===== config.mk =====
export PLATFORM = sky130hd
export DESIGN_NAME = mjm_cell
export DESIGN_NICKNAME = d
export VERILOG_FILES = /design/src/hdl/mjm_pkg.sv /design/src/hdl/mjm_cell.sv
export SDC_FILE = /design/constraint.sdc
export NUM_CORES = 2
export LEC_CHECK = 0
export BUFFER_PORTS_ARGS = -buffer_cell sky130_fd_sc_hd__clkbuf_2
export CORE_MARGIN = 2
export CORE_UTILIZATION = 61
export DETAILED_ROUTE_END_ITERATION = 8
export HOLD_SLACK_MARGIN = 0.02
export PLACE_DENSITY = 0.79
export REMOVE_ABC_BUFFERS = 1
export SKIP_LAST_GASP = 1
export SLEW_MARGIN = 20
export SYNTH_ARGS = -nofsm -noshare
export SYNTH_HDL_FRONTEND = slang
export SYNTH_SLANG_ARGS = --single-unit

===== constraint.sdc =====
create_clock -name clock -period 27.5 [get_ports clock]
set_input_delay 5.5 -clock clock [delete_from_list [all_inputs] [get_ports clock]]
set_output_delay 5.5 -clock clock [all_outputs]
set_load 0.005 [all_outputs]

===== src/hdl/mjm_pkg.sv =====
// Shared types and constants for the morphing Mandelbrot/Julia escape-time block.
// Used by the front stage, the iteration cells and the top level.
`default_nettype none

package mjm_pkg;

   // fixed field widths of the stream and register beats
   localparam int REG_W   = 18;
   localparam int COORD_W = 18;
   localparam int PIX_W   = 10;
   localparam int ITER_W  = 7;

   // register indexes on the csr port (byte address / 4)
   typedef enum logic [1:0] {
      REG_COS = 2'd0,
      REG_SIN = 2'd1,
      REG_JRE = 2'd2,
      REG_JIM = 2'd3
   } csr_reg_type;

   // control travelling with each pixel along the cell chain
   typedef struct packed {
      logic valid;
      logic done;
   } cell_ctl_type;

endpackage

`default_nettype wire


===== src/hdl/mjm_cell.sv =====
// One iteration cell: does a single z := z^2 + c step and the escape test,
// then hands the pixel to the next cell. Depends on mjm_pkg.
`default_nettype none

module mjm_cell #(
   parameter int FRAC_BITS = 16,
   parameter int MAX_ITER  = 64,
   localparam int Z_W   = FRAC_BITS + 4,
   localparam int C_W   = 37 - FRAC_BITS,
   localparam int CNT_W = $clog2(MAX_ITER + 1)
) (
   input  wire logic                         clock,
   input  wire logic                         reset,
   input  wire logic                         adv,
   input  wire mjm_pkg::cell_ctl_type        up_ctl,
   input  wire logic signed [Z_W-1:0]        up_zx,
   input  wire logic signed [Z_W-1:0]        up_zy,
   input  wire logic signed [C_W-1:0]        up_cr,
   input  wire logic signed [C_W-1:0]        up_ci,
   input  wire logic        [CNT_W-1:0]      up_cnt,
   input  wire logic        [mjm_pkg::PIX_W-1:0] up_x,
   input  wire logic        [mjm_pkg::PIX_W-1:0] up_y,
   output mjm_pkg::cell_ctl_type             dn_ctl,
   output logic signed [Z_W-1:0]             dn_zx,
   output logic signed [Z_W-1:0]             dn_zy,
   output logic signed [C_W-1:0]             dn_cr,
   output logic signed [C_W-1:0]             dn_ci,
   output logic        [CNT_W-1:0]           dn_cnt,
   output logic        [mjm_pkg::PIX_W-1:0]  dn_x,
   output logic        [mjm_pkg::PIX_W-1:0]  dn_y
);

   localparam int SUM_W = (FRAC_BITS + 8 > 39 - FRAC_BITS) ? FRAC_BITS + 8 : 39 - FRAC_BITS;
   localparam logic signed [SUM_W-1:0] LIM_S  = SUM_W'(4) <<< FRAC_BITS;
   localparam logic signed [SUM_W-1:0] NLIM_S = -LIM_S;

   mjm_pkg::cell_ctl_type             ctl_ff, ctl_in;
   logic signed [Z_W-1:0]             zx_ff, zy_ff, zx_in, zy_in;
   logic signed [C_W-1:0]             cr_ff, ci_ff;
   logic        [CNT_W-1:0]           cnt_ff, cnt_in, cnt_inc;
   logic        [mjm_pkg::PIX_W-1:0]  x_ff, y_ff;

   logic signed [Z_W:0]               zx_dbl;
   logic signed [2*Z_W-1:0]           sq_x, sq_y;
   logic signed [2*Z_W:0]             prod_xy;
   logic signed [SUM_W-1:0]           zx2, zy2, xy2, nzx, nzy, mag;
   logic                              esc;

   // saturate to +/-4.0
   function automatic logic signed [Z_W-1:0] sat4(input logic signed [SUM_W-1:0] v);
      logic signed [SUM_W-1:0] s;
      s = v;
      if (v > LIM_S) begin
         s = LIM_S;
      end else if (v < NLIM_S) begin
         s = NLIM_S;
      end
      return Z_W'(s);
   endfunction

   // squares and cross term, scaled by a floor shift
   always_comb begin
      zx_dbl  = $signed({up_zx, 1'b0});
      sq_x    = up_zx * up_zx;
      sq_y    = up_zy * up_zy;
      prod_xy = zx_dbl * up_zy;
      zx2     = SUM_W'(sq_x >>> FRAC_BITS);
      zy2     = SUM_W'(sq_y >>> FRAC_BITS);
      xy2     = SUM_W'(prod_xy >>> FRAC_BITS);
      nzx     = zx2 - zy2 + SUM_W'(up_cr);
      nzy     = xy2 + SUM_W'(up_ci);
      mag     = zx2 + zy2;
      esc     = (mag >= LIM_S);
      zx_in   = sat4(nzx);
      zy_in   = sat4(nzy);
   end

   // count and finish flag; a finished pixel keeps its count and stays finished
   always_comb begin
      cnt_inc      = up_cnt + CNT_W'(1);
      ctl_in.valid = up_ctl.valid;
      if (up_ctl.done) begin
         cnt_in      = up_cnt;
         ctl_in.done = 1'b1;
      end else begin
         cnt_in      = cnt_inc;
         ctl_in.done = esc || (cnt_inc == CNT_W'(MAX_ITER));
      end
   end

   always_ff @(posedge clock) begin
      if (reset) begin
         ctl_ff <= '0;
      end else if (adv) begin
         ctl_ff <= ctl_in;
      end
   end

   always_ff @(posedge clock) begin
      if (adv) begin
         zx_ff  <= zx_in;
         zy_ff  <= zy_in;
         cr_ff  <= up_cr;
         ci_ff  <= up_ci;
         cnt_ff <= cnt_in;
         x_ff   <= up_x;
         y_ff   <= up_y;
      end
   end

   assign dn_ctl = ctl_ff;
   assign dn_zx  = zx_ff;
   assign dn_zy  = zy_ff;
   assign dn_cr  = cr_ff;
   assign dn_ci  = ci_ff;
   assign dn_cnt = cnt_ff;
   assign dn_x   = x_ff;
   assign dn_y   = y_ff;

endmodule

`default_nettype wire


======== Word-level counts from Yosys, hierarchy flattened ========
Index checks and enable logic that the tools add are counted.
cells by class
  $lt $le $gt $ge ......................... 5
  mux-type cells .......................... 4
  add/subtract/negate cells ............... 5
  multipliers ............................. 3
  equal/unequal tests ..................... 1
  reductions and logical operators ........ 3
operators by type and width
  cell                                                                                   number
  20-bit by 20-bit multiplier with 40-bit output                                         2
  24-bit by 21-bit adder with 24-bit output                                              2
  24-bit by 20-bit > comparator with 1-bit output, second input constant                 2
  24-bit by 19-bit < comparator with 1-bit output, second input constant                 2
  20-bit two-way mux                                                                     2
  20-bit by 20-bit multiplier with 39-bit output                                         1
  24-bit adder                                                                           1
  24-bit by 20-bit greater-or-equal comparator with 1-bit output, second input constant  1
  24-bit subtractor                                                                      1
  7-bit by 1-bit adder with 7-bit output, second input constant                          1
  7-bit == test, second input constant                                                   1
  7-bit two-way mux                                                                      1
  2-bit OR reduction                                                                     2
  1-bit logical OR                                                                       1
  1-bit two-way mux                                                                      1
storage, ports and cells
  word-level logic and storage cells ...... 32
  bits in registers ....................... 111
  output and inout bits ................... 111

======== Depth between registers and ports, before layout ========
  word-level depth ........................ 5
  depth in mapped cells ................... 47
  mapped depth without buffers ............ 45

======== Worst setup path before layout ========
OpenSTA, ideal clock, no wires.
  path type ............................... in2reg
  start point ............................. input port up_zy[3]
  end point ............................... register zx_ff[12] (netlist: dn_zx[12]) (data pin)
  setup time .............................. 0.138 ns
  slack ................................... 12.073 ns
  required time ........................... 27.362 ns
  arrival time ............................ 15.289 ns
  stages .................................. 42
  cell sequence ........................... clkbuf_1 clkbuf_1 nand2_1 fa_1 inv_1 fa_1 fa_1 fa_1 inv_1 fa_1 inv_1 fa_1 inv_1 fa_1 inv_1 ha_1 and4_1 nor3b_1 [6 not listed] nor2b_1 nor2_1 xnor2_1 fa_1 inv_1 ha_1 a21oi_1 nand2_1 a21oi_1 a41oi_1 o211ai_1 a41o_1 nand2b_1 xnor3_1 or4_1 o31a_1 buf_6 nor2_1
between the ends
  longest elaborated chain between the ends .. 5
  elaborated cells on any way between the ends .. 6
  classes of those cells .................. 2 x add/sub; 1 x mul; 2 x order compare; 1 x reduce/logical
RTL lines
  item                                                                                                                line                            RTL
  start, declared                                                                                                     mjm_cell.sv:17                  input wire logic signed [Z_W-1:0] up_zy,
  20-bit by 20-bit multiplier with 40-bit output (*)                                                                  mjm_cell.sv:65                  sq_y = up_zy * up_zy;
  24-bit subtractor (*)                                                                                               mjm_cell.sv:70                  nzx = zx2 - zy2 + SUM_W'(up_cr);
  24-bit by 21-bit adder with 24-bit output (*)                                                                       mjm_cell.sv:70
  24-bit by 20-bit > comparator with 1-bit output or 24-bit by 19-bit < comparator with 1-bit output (tied branches)  mjm_cell.sv:53, mjm_cell.sv:55
  2-bit OR reduction (no source line)                                                                                 -
  end signal, assigned                                                                                                mjm_cell.sv:101                 zx_ff <= zx_in;
  end, declared                                                                                                       mjm_cell.sv:38                  logic signed [Z_W-1:0] zx_ff, zy_ff, zx_in, zy_in;
Every way passes the cells marked *; elsewhere a longest branch is shown, timed or not.
A chain may end at the register's enable or synchronous reset.

======== Worst setup path after layout ========
  start point ............................. input port up_zy[4]
  end point ............................... register zx_ff[16] (netlist: dn_zx[16]) (data pin)
Same word-level chain as after synthesis.

==> results.cfg <==
[worst_hold_path]
hold_class = flop to flop

[yosys]
ys_seq_area_share_pct = 6.930
syn_inst = 5002
yosysMostFrequentCell = inv_1
ys_dominant_reg_cell = edfxtp_1
synth_commonest_cells = inv_1 (1412), fa_1 (1199), nand2_1 (494), ha_1 (385), and2_1 (303)
ys_warn_count = 0
yosysTopAreaCellShare_pct = 50.20
synth_seq_cells = 111
yosysTopAreaCell = fa_1
synthTopCellsByArea = fa_1 (50%), inv_1 (11%), ha_1 (10%), edfxtp_1 (6.8%), and2_1 (4.0%)
netlist-cell-type-count = 71
synth_edf_count = 109
synthArstFlopShare_pct = 0
syn_area_um2 = 47810
avgSynthCellArea_um2 = 9.559

[clocking]
cts_resized = 0
h-tree-depth = 3
cts_tree = yes
cts_buffer_depth = 2
cts_hold_buf = 0
cts_sinks = 111
numCtsBuffers = 9
insertion_delay_ns = 0.39
path_clk_slew_ns = 0.08
post-cts-setup-buffers = 0
cts_root_buf = clkbuf_16

[floorplanning]
core_um2 = 77470
dieArea_um2 = 80640
die_h_um = 284.0
initial_utilization_pct = 61.72
rows = 102
ios = 225
fp.dieW_um = 284.0

[global_routing]
grt_pass1_vias = 36870
track_usage_pct = 27.12
grt_max_degree = 58
antenna_found_initial = 0
overflow = 0
grt_pass1_wl_mm = 175.7

[final_layout]
fin_nets = 6802
nFillCells = 6077
drive_gt1_share_pct = 6.029
area.growth.synth_to_final_pct = 4.943

[detailed_routing]
drc = 0
vias = 33230
wl_per_cell_um = 16.61
first_pass_iters = 5
initialDrtViolationCount = 1929
via_per_inst = 5.403
postRouteWirelength_mm = 102.1
antenna_left = 0

[timing]
period_needed_ns = 17.16
finalHoldViolCount = 0
slew-limit-headroom_pct = 28.52
finalSetupViolCount = 0
fin_crit_sh_pct = 62.38
max_freq_mhz = 58.29
timing.final.ws_setup_ns = 10.34
slew_viol_final = 0
finalClockSkew_ns = 0
rsz0062_at_grt = no
fin_tns_setup_ns = 0
worst_slew_pin_slew_ns = 1.072
whs_ns = 0.5255

[flow_run]
maxCapViolCount = 0

[setup_path]
critPathArrivalTime_ns = 17.38
cp-start-kind = input pin
end_kind = flop
worstPathMaxFanout = 34
max_stage_delay_ns = 0.84
crit_required_ns = 27.73
cp_slowest_cell = a221oi_1
path_class = input pin to flop
crit_top_cell = fa_1

[place]
dp_hpwl_mm = 82.61
place_ws_ns = 10.14
portBuffers = 224
place_congestion = 0.8846

[status]
outcome = complete, no violations
## worst max-delay path: cells and delay by family
kind	cells	cell delay, ns
AOI/OAI and AO/OA	12	3.41
and+or+nand+nor	9	1.76
xor gates and xnor gates	2	0.79
buffers and inverters	5	1.36
adders and majority gates	10	4.55
## cell type report
class	instances	area (µm²)	area share (%)
inverter	1419	5326	10.62
antenna	1	2.502	0.004987
clock buffer	9	225.2	0.4489
tap	1040	1301	2.593
timing repair buffer	263	1416	2.823
multi-input combinational	3300	38520	76.77
clock inverter	7	71.32	0.1421
sequential	111	3313	6.603
## layout by cell type (no fill, tap or decap), types with 7 or more instances in the layout
cell type,synthesis,layout
xor2_1,43,43
o21a_1,25,25
ha_1,385,385
a21boi_0,16,16
a211o_1,8,8
nand3_1,27,27
nor2b_1,29,29
a31oi_1,15,15
clkbuf_2,0,223
clkbuf_16,0,9
buf_4,0,40
xnor2_1,114,114
o21bai_1,22,22
a311oi_1,7,7
nand2_1,494,494
a21oi_1,101,101
and2_1,303,303
clkinv_1,7,8
or2_2,12,12
a21o_1,42,42
fa_1,1199,1199
o21ai_0,65,65
a31o_2,9,9
edfxtp_1,109,109
nor2_1,168,168
nand4_1,15,15
a211oi_1,13,13
o211ai_1,12,12
or3_1,8,8
and3_1,16,16
nand2b_1,32,32
nor3_1,29,29
inv_1,1412,1412
## final timing paths
path | startpoint | endpoint | slack [ns] | cells after the start
worst min register to register | dn_ctl[1]$_SDFFE_PP0P_ | dn_ctl[1]$_SDFFE_PP0P_ | 0.53 | 2
worst min-delay path | dn_ctl[1]$_SDFFE_PP0P_ | dn_ctl[1]$_SDFFE_PP0P_ | 0.53 | 2
worst max-delay path | up_zy[4] | dn_zx[16]$_SDFFCE_PP0P_ | 10.34 | 38
worst max register to register | dn_ctl[0]$_SDFFE_PP0P_ | dn_ctl[0]$_SDFFE_PP0P_ | 26.50 | 4
## per-layer routing
layer	part of all wire (%)	global-route usage (%)
met5	0	0
met4	4.7	11.42
met3	7.0	3.883
met2	51	47.49
met1	37	33.75
## logic make-up (layout without fill, tap and decap cells)
group / after synthesis / after routing / synth area share [%]
other: 0 / 1 / 0
AOI/OAI and AO/OA: 386 / 386 / 5.404
xor gates and xnor gates: 160 / 160 / 3.004
adders and majority gates: 1585 / 1585 / 60.30
buffers and inverters: 1591 / 1698 / 12.51
DFF: 111 / 111 / 6.930
and+or+nand+nor: 1161 / 1161 / 11.68
muxes: 8 / 8 / 0.1727
## metrics by stage
step	area, µm²	util, %	cells
after CTS	50170	64.77	6149
after floorplan	47160	-	4830
after global routing	50170	64.77	6149
final	50180	64.77	6150
after global placement	49880	64.38	6133
after detailed placement	49880	64.38	6133
## state kept, by name (all words and copies together), names as in the netlist
name / cells
dn_x: 10
dn_cnt: 7
dn_cr: 21
dn_ci: 21
dn_ctl: 2
dn_y: 10
dn_zy: 20
dn_zx: 20
Power is not shown: default switching activity piles up to over one toggle a cycle in this logic, so the estimate is an artifact.
